$ cat src/rtl/xcrc_pkg.sv
// xcrc_pkg: shared types, protocol bytes, command/status/register codes
// and the crc-16 step for the xmodem-crc receiver; no dependencies
package xcrc_pkg;

	localparam int PacketBytes = 128;
	localparam int IdxW = $clog2(PacketBytes);

	localparam logic [7:0] B_SOH = 8'h01;
	localparam logic [7:0] B_EOT = 8'h04;
	localparam logic [7:0] B_ACK = 8'h06;
	localparam logic [7:0] B_CAN = 8'h18;
	localparam logic [7:0] B_C   = 8'h43;

	localparam logic [15:0] CRC_POLY = 16'h1021;

	localparam logic [1:0] CMD_START = 2'd0;
	localparam logic [1:0] CMD_BYTE  = 2'd1;
	localparam logic [1:0] CMD_TICK  = 2'd2;

	localparam logic [1:0] ST_NONE     = 2'd0;
	localparam logic [1:0] ST_COMPLETE = 2'd1;
	localparam logic [1:0] ST_ABORT    = 2'd2;
	localparam logic [1:0] ST_TIMEOUT  = 2'd3;

	localparam logic [0:0] REG_MAX_LENGTH = 1'd0;
	localparam logic [0:0] REG_WAIT_TICKS = 1'd1;

	typedef struct packed {
		logic clear;
		logic update;
	} crc_ctl_t;

	function automatic logic [15:0] crc_byte(input logic [15:0] crc, input logic [7:0] b);
		logic [15:0] c;
		c = crc ^ {b, 8'h00};
		for (int k = 0; k < 8; k++) begin
			c = c[15] ? ({c[14:0], 1'b0} ^ CRC_POLY) : {c[14:0], 1'b0};
		end
		return c;
	endfunction

endpackage

$ cat src/rtl/xcrc_crc16.sv
// xcrc_crc16: running crc-16/xmodem register, one byte per cycle
// depends on xcrc_pkg
module xcrc_crc16 (
	input  logic                clk,
	input  logic                arst_n,
	input  xcrc_pkg::crc_ctl_t  ctl,
	input  logic [7:0]          data,
	output logic [15:0]         crc
);

	logic [15:0] crc_q;

	always_ff @(posedge clk or negedge arst_n) begin
		if (!arst_n) begin
			crc_q <= '0;
		end else if (ctl.clear) begin
			crc_q <= '0;
		end else if (ctl.update) begin
			crc_q <= xcrc_pkg::crc_byte(crc_q, data);
		end
	end

	assign crc = crc_q;

endmodule

$ cat src/rtl/xmodem_crc_receiver_core.sv
// xmodem_crc_receiver_core: xmodem-crc receiver, 128-byte packets, top level
// depends on xcrc_pkg and xcrc_crc16
//
// One word is taken per clock cycle: each accepted command word (start, byte,
// tick, no-op) is decoded and its state update done in the cycle it is
// accepted, and its result word is held in a single output register. The
// input is ready whenever that register is empty or being drained, so a
// sustained rate of one word per cycle holds while results are taken. The
// byte-wide crc update and the 32-bit silence compare set the cycle path.
// Configuration writes take effect at once; no clearing pass after reset.
module xmodem_crc_receiver_core #(
	parameter int START_RETRIES = 3
) (
	input  logic        clk,
	input  logic        arst_n,
	input  logic        cfg_we,
	input  logic [0:0]  cfg_index,
	input  logic [31:0] cfg_data,
	input  logic        item_valid,
	output logic        item_ready,
	input  logic [1:0]  command,
	input  logic [7:0]  rx_byte,
	output logic        result_valid,
	input  logic        result_ready,
	output logic        tx_valid,
	output logic [7:0]  tx_byte,
	output logic        data_valid,
	output logic [7:0]  data_byte,
	output logic        finished,
	output logic [1:0]  status,
	output logic [23:0] byte_count
);

	localparam logic [2:0] PH_IDLE   = 3'd0;
	localparam logic [2:0] PH_SYNC   = 3'd1;
	localparam logic [2:0] PH_HEADER = 3'd2;
	localparam logic [2:0] PH_SEQ    = 3'd3;
	localparam logic [2:0] PH_SEQINV = 3'd4;
	localparam logic [2:0] PH_DATA   = 3'd5;
	localparam logic [2:0] PH_CRCHI  = 3'd6;
	localparam logic [2:0] PH_CRCLO  = 3'd7;

	localparam int IW = xcrc_pkg::IdxW;
	localparam logic [IW-1:0] LAST_IDX = IW'(xcrc_pkg::PacketBytes - 1);
	// packet count saturates once its byte total exceeds any max_length
	localparam int PW = 24 - IW + 1;
	localparam logic [2:0] RETRIES = 3'(START_RETRIES);

	logic [23:0]   max_len_q;
	logic [31:0]   wait_q;
	logic [2:0]    phase_q, phase_d;
	logic [7:0]    exp_seq_q, exp_seq_d;
	logic [7:0]    seq_q, seq_d;
	logic [7:0]    seqinv_q, seqinv_d;
	logic [7:0]    crchi_q, crchi_d;
	logic [IW-1:0] idx_q, idx_d;
	logic [23:0]   left_q, left_d;
	logic [PW-1:0] pkt_q, pkt_d;
	logic [31:0]   silent_q, silent_d;
	logic [2:0]    attempts_q, attempts_d;

	logic          res_valid_q;
	logic          tx_valid_q, data_valid_q, finished_q;
	logic [7:0]    tx_byte_q, data_byte_q;
	logic [1:0]    status_q;
	logic [23:0]   byte_count_q;

	logic          r_tx, r_data, r_fin;
	logic [7:0]    r_tx_byte, r_data_byte;
	logic [1:0]    r_status;
	logic [23:0]   r_count;

	logic          accept;
	logic [31:0]   silent_inc;
	logic [24:0]   bytes_done;
	logic [15:0]   crc;
	xcrc_pkg::crc_ctl_t crc_ctl;

	assign item_ready = !res_valid_q || result_ready;
	assign accept = item_valid && item_ready;
	assign bytes_done = {pkt_q, {IW{1'b0}}};
	assign silent_inc = (silent_q == '1) ? silent_q : silent_q + 32'd1;

	xcrc_crc16 u_crc (
		.clk    (clk),
		.arst_n (arst_n),
		.ctl    (crc_ctl),
		.data   (rx_byte),
		.crc    (crc)
	);

	always_comb begin
		phase_d = phase_q;
		exp_seq_d = exp_seq_q;
		seq_d = seq_q;
		seqinv_d = seqinv_q;
		crchi_d = crchi_q;
		idx_d = idx_q;
		left_d = left_q;
		pkt_d = pkt_q;
		silent_d = silent_q;
		attempts_d = attempts_q;
		crc_ctl = '0;
		r_tx = 1'b0;
		r_tx_byte = '0;
		r_data = 1'b0;
		r_data_byte = '0;
		r_fin = 1'b0;
		r_status = xcrc_pkg::ST_NONE;
		r_count = '0;
		case (command)
			xcrc_pkg::CMD_START: begin
				phase_d = PH_SYNC;
				exp_seq_d = 8'd1;
				seq_d = '0;
				seqinv_d = '0;
				crchi_d = '0;
				idx_d = '0;
				left_d = max_len_q;
				pkt_d = '0;
				silent_d = '0;
				attempts_d = '0;
				crc_ctl.clear = 1'b1;
				r_tx = 1'b1;
				r_tx_byte = xcrc_pkg::B_C;
			end
			xcrc_pkg::CMD_TICK: begin
				if (phase_q != PH_IDLE) begin
					silent_d = silent_inc;
					if (silent_inc >= wait_q) begin
						silent_d = '0;
						if (phase_q == PH_SYNC && attempts_q < RETRIES) begin
							attempts_d = attempts_q + 3'd1;
							r_tx = 1'b1;
							r_tx_byte = xcrc_pkg::B_C;
						end else begin
							r_fin = 1'b1;
							r_status = xcrc_pkg::ST_TIMEOUT;
							phase_d = PH_IDLE;
						end
					end
				end
			end
			xcrc_pkg::CMD_BYTE: begin
				if (phase_q != PH_IDLE) begin
					silent_d = '0;
					case (phase_q)
						PH_SYNC, PH_HEADER: begin
							if (rx_byte == xcrc_pkg::B_SOH) begin
								phase_d = PH_SEQ;
								crc_ctl.clear = 1'b1;
								idx_d = '0;
							end else if (rx_byte == xcrc_pkg::B_EOT) begin
								r_tx = 1'b1;
								r_tx_byte = xcrc_pkg::B_ACK;
								r_fin = 1'b1;
								r_status = xcrc_pkg::ST_COMPLETE;
								r_count = (bytes_done < {1'b0, max_len_q}) ?
									bytes_done[23:0] : max_len_q;
								phase_d = PH_IDLE;
							end else begin
								r_fin = 1'b1;
								r_status = xcrc_pkg::ST_ABORT;
								phase_d = PH_IDLE;
							end
						end
						PH_SEQ: begin
							seq_d = rx_byte;
							phase_d = PH_SEQINV;
						end
						PH_SEQINV: begin
							seqinv_d = rx_byte;
							phase_d = PH_DATA;
						end
						PH_DATA: begin
							crc_ctl.update = 1'b1;
							if (left_q != '0) begin
								r_data = 1'b1;
								r_data_byte = rx_byte;
								left_d = left_q - 24'd1;
							end
							if (idx_q == LAST_IDX) begin
								idx_d = '0;
								phase_d = PH_CRCHI;
							end else begin
								idx_d = idx_q + 1'b1;
							end
						end
						PH_CRCHI: begin
							crchi_d = rx_byte;
							phase_d = PH_CRCLO;
						end
						PH_CRCLO: begin
							if ({crchi_q, rx_byte} == crc && seq_q == exp_seq_q &&
								seqinv_q == ~exp_seq_q) begin
								r_tx = 1'b1;
								r_tx_byte = xcrc_pkg::B_ACK;
								exp_seq_d = exp_seq_q + 8'd1;
								if (!pkt_q[PW-1]) begin
									pkt_d = pkt_q + 1'b1;
								end
								phase_d = PH_HEADER;
							end else begin
								r_tx = 1'b1;
								r_tx_byte = xcrc_pkg::B_CAN;
								r_fin = 1'b1;
								r_status = xcrc_pkg::ST_ABORT;
								phase_d = PH_IDLE;
							end
						end
						default: begin
							phase_d = PH_IDLE;
						end
					endcase
				end
			end
			default: begin
			end
		endcase
		if (!accept) begin
			crc_ctl = '0;
		end
	end

	always_ff @(posedge clk or negedge arst_n) begin
		if (!arst_n) begin
			max_len_q <= 24'hffffff;
			wait_q <= 32'd1000000;
		end else if (cfg_we) begin
			case (cfg_index)
				xcrc_pkg::REG_MAX_LENGTH: max_len_q <= cfg_data[23:0];
				xcrc_pkg::REG_WAIT_TICKS: wait_q <= cfg_data;
				default: begin
				end
			endcase
		end
	end

	always_ff @(posedge clk or negedge arst_n) begin
		if (!arst_n) begin
			phase_q <= PH_IDLE;
			exp_seq_q <= 8'd1;
			seq_q <= '0;
			seqinv_q <= '0;
			crchi_q <= '0;
			idx_q <= '0;
			left_q <= '0;
			pkt_q <= '0;
			silent_q <= '0;
			attempts_q <= '0;
		end else if (accept) begin
			phase_q <= phase_d;
			exp_seq_q <= exp_seq_d;
			seq_q <= seq_d;
			seqinv_q <= seqinv_d;
			crchi_q <= crchi_d;
			idx_q <= idx_d;
			left_q <= left_d;
			pkt_q <= pkt_d;
			silent_q <= silent_d;
			attempts_q <= attempts_d;
		end
	end

	// result word register
	always_ff @(posedge clk or negedge arst_n) begin
		if (!arst_n) begin
			res_valid_q <= 1'b0;
		end else if (accept) begin
			res_valid_q <= 1'b1;
		end else if (result_ready) begin
			res_valid_q <= 1'b0;
		end
	end

	always_ff @(posedge clk) begin
		if (accept) begin
			tx_valid_q <= r_tx;
			tx_byte_q <= r_tx_byte;
			data_valid_q <= r_data;
			data_byte_q <= r_data_byte;
			finished_q <= r_fin;
			status_q <= r_status;
			byte_count_q <= r_count;
		end
	end

	assign result_valid = res_valid_q;
	assign tx_valid = tx_valid_q;
	assign tx_byte = tx_byte_q;
	assign data_valid = data_valid_q;
	assign data_byte = data_byte_q;
	assign finished = finished_q;
	assign status = status_q;
	assign byte_count = byte_count_q;

endmodule

$ cat config.mk
export PLATFORM = sky130hd
export DESIGN_NAME = xmodem_crc_receiver_core
export DESIGN_NICKNAME = d
export VERILOG_FILES = /design/src/rtl/xcrc_pkg.sv /design/src/rtl/xcrc_crc16.sv /design/src/rtl/xmodem_crc_receiver_core.sv
export SDC_FILE = /design/constraint.sdc
export NUM_CORES = 1
export LEC_CHECK = 0
export BUFFER_PORTS_ARGS = -buffer_cell sky130_fd_sc_hd__buf_2
export CAP_MARGIN = 20
export CORE_MARGIN = 2
export CORE_UTILIZATION = 42
export CTS_BUF_LIST = sky130_fd_sc_hd__clkbuf_16
export CTS_CLUSTER_DIAMETER = 150
export DETAILED_ROUTE_END_ITERATION = 8
export SETUP_SLACK_MARGIN = 0.15
export SYNTH_ARGS = -nofsm -noshare
export SYNTH_HDL_FRONTEND = slang
export SYNTH_SLANG_ARGS = --single-unit
export TNS_END_PERCENT = 50
$ cat constraint.sdc
create_clock -name clk -period 5.2 [get_ports clk]
set_input_delay 0.52 -clock clk [delete_from_list [all_inputs] [get_ports clk]]
set_output_delay 0.52 -clock clk [all_outputs]
set_load 0.03 [all_outputs]
==> reports/summary.txt <==
Period minus WS final: 4600 ps
Hold Crit Class: input port to async pin
Relative slew slack: 24.5%
Syn Inst Count: 1,330
Period utilisation layout: 88.4%
Post-CTS Hold Fix Bufs: 0
Antenna-violating nets left: 0
Worst hold margin: 106 ps
Final HPWL DP: 23,000 um
Commonest non-fill, non-tap cell in the layout: dfrtp_1
Layout cell share with drive strength beyond 1: 16.9%
Slew Limit Fails: 0
FP Rows: 64
Die X: 181 um
Final Net Count: 1,514
DR WL/cell: 17.9 um
Final setup TNS: 0 ps
Status: finished clean
Die area: 32,800 um2
Ys async rst share: 82.4%
FF-to-FF End: silent_q[20]$_DFFE_PN0P_
CTS sink cnt: 233
Top achievable clock speed: 218 MHz
Sequential fraction of the synthesis area: 46.1%
CTS tree: done
FF+latch count, synth: 233
CP required: 5670 ps
Worst r2r src: silent_q[1]$_DFFE_PN0P_
Setup bufs post-CTS: 0
R2R cell count: 16
WP data arrival: 5060 ps
Register-to-register setup slack: 600 ps
Vias per inst: 5.60
Number of port buffers: 92
Number of max-cap violations: 0
Core area: 30,700 um2
WL final: 32,700 um
Clock Root Buffer: clkbuf_16
Antenna cells: 0
Total number of vias: 10,200
Vias in the first global route: 9,909
Placed Cells: 1,773
Pwr Density: 325 nW/um2
Detailed Route Iter0 Violations: 677
Total GRT Usage: 19.9%
Starting density of the core: 42.9%
Synthesis-to-layout area growth: 11.7%
Crit. End Element: flop
Global-route wire length before repair: 53,300 um
Most frequent cells in the layout: dfrtp_1, nand2_1, o21ai_0
Mean Syn Cell Area: 9.92 um2
H-tree Lvls: 1
VDD IR-drop max: 0.242 mV
Critical path class: flop to flop
Initial antenna violation count: 0
Number of buffers created by CTS: 27
Crit-path max FO: 53
Hold Violations, Final: 0
YS warnings: 0
Pin count of the biggest net entering global routing: 115
Clock transition time at the flip-flop clock pins of the worst setup and hold paths: 60 ps
Final setup violation count: 0
Area of the mapped netlist: 13,200 um2
Final Wtd Congestion: 0.824
RSZ-0062 raised after global routing: false
Remaining global-route overflow: 0
Startpoint Class: flop
Leakage power: 0.00663 uW
Clock Path Buffers: 3
Post-route DRC: 0
Worst skew pair latency: 560 ps
Post-synth EDFFs: 41
Number of top-level pins: 95
Layout Cells excl Fill: 1,824
DIE HEIGHT: 181 um
Drt pass-1 iters: 5
Most used flip-flop cell after synthesis: dfrtp_1
Tightest Pin Transition: 1120 ps
Clock skew: 23.3 ps
Resize count post-CTS: 0
Synth unique cells: 79
power by group:
| part | total (uW) | internal [uW] | leakage (uW) | switching, uW |
|---|---|---|---|---|
| Sequential | 2270 | 2070 | 0.00284 | 198 |
| Clock | 1720 | 940 | 0.000404 | 776 |
| Combinational | 798 | 332 | 0.00339 | 466 |
layout make-up:
type                    count  area, um2
multi-input cells         966       6500
clock inverters            23        109
fillers                  2938      16000
clock buffers              27        676
flip-flops and latches    233       6080
inverters                  71        267
well taps                 396        495
repair buffers            108        608
layer usage:
layer | track usage [%] | part of all wire [%]
met1 | 28.1 | 48
met5 | 0 | 0
met4 | 5.17 | 2.3
met2 | 32.3 | 46
met3 | 2.56 | 3.8
metrics by stage:
step                      setup slack [ps]  instance area (um2)  total power (uW)  util (%)
after global placement                 775                13900              3070      45.3
after global routing                   245                14700              5020      47.9
after floorplan                       1250                13200              2840         -
final                                  602                14700              4780      47.9
after detailed placement               631                13900              3090      45.3
after CTS                              603                14700              4820      47.9
worst max-delay path: stages (launching register included):
cell,delay (ps)
dfrtp_1,410
ha_1,210
nand3_1,230
nor3_1,440
o211a_1,310
and3_1,260
and2_1,200
xor2_1,200
ha_1,290
a21oi_1,150
nand2_1,70
a221o_1,330
a211o_1,410
a2111oi_4,290
buf_12,280
or2b_1,240
a31oi_1,160
kinds of logic after synthesis:
group                    Yosys count  synth area share (%)
buffers and inverters            132                  4.85
AO/OA/AOI/OAI                    303                  14.9
flip-flops                       233                  46.1
other                              1                0.0284
multiplexers                      64                  5.26
adder cells (fa/ha/maj)           60                  5.67
XOR/XNOR                          88                  5.84
AND/OR/NAND/NOR                  449                  17.4
synthesized netlist by cell type, drive strengths merged, types with 11 or more instances:
| cell type | number | area share [%] |
|---|---|---|
| a22o | 27 | 1.8 |
| dfrtp | 160 | 30 |
| inv | 71 | 2.0 |
| nor3 | 26 | 1.0 |
| mux2 | 43 | 3.7 |
| nand2b | 13 | 0.62 |
| and2 | 25 | 1.2 |
| mux2i | 21 | 1.6 |
| a31oi | 25 | 1.2 |
| xor2 | 49 | 3.3 |
| clkbuf | 34 | 1.4 |
| nor2 | 75 | 2.1 |
| a21o | 11 | 0.63 |
| o21ai | 99 | 3.8 |
| and3 | 27 | 1.3 |
| dfstp | 32 | 6.4 |
| ha | 59 | 5.6 |
| buf | 26 | 1.3 |
| nand2 | 132 | 3.8 |
| xnor2 | 39 | 2.6 |
| nor4 | 14 | 0.76 |
| edfxtp | 41 | 9.3 |
| nand4 | 37 | 1.8 |
| a21oi | 66 | 2.5 |
| o22ai | 15 | 0.71 |
| nand3 | 52 | 2.0 |
sequential cells by signal, summed over array words and instances (netlist names), 16 cells and up:
name / count
u_crc.crc: 16
pkt_q: 18
max_len_q: 24
left_q: 24
silent_q: 32
wait_q: 32
byte_count: 24
worst max path at each step:
stage,depth (start not counted),from,endpoint
final,16,silent_q[1]$_DFFE_PN0P_,silent_q[20]$_DFFE_PN0P_
after global routing,13,silent_q[1]$_DFFE_PN0P_,attempts_q[0]$_DFFE_PN0P_
after CTS,16,silent_q[1]$_DFFE_PN0P_,silent_q[20]$_DFFE_PN0P_
after detailed placement,16,silent_q[1]$_DFFE_PN0P_,silent_q[26]$_DFFE_PN0P_
after global placement,16,silent_q[0]$_DFFE_PN0P_,silent_q[20]$_DFFE_PN0P_
after floorplan,17,silent_q[26]$_DFFE_PN0P_,silent_q[19]$_DFFE_PN0P_
Note: power is estimated with default switching activity, not from simulation.
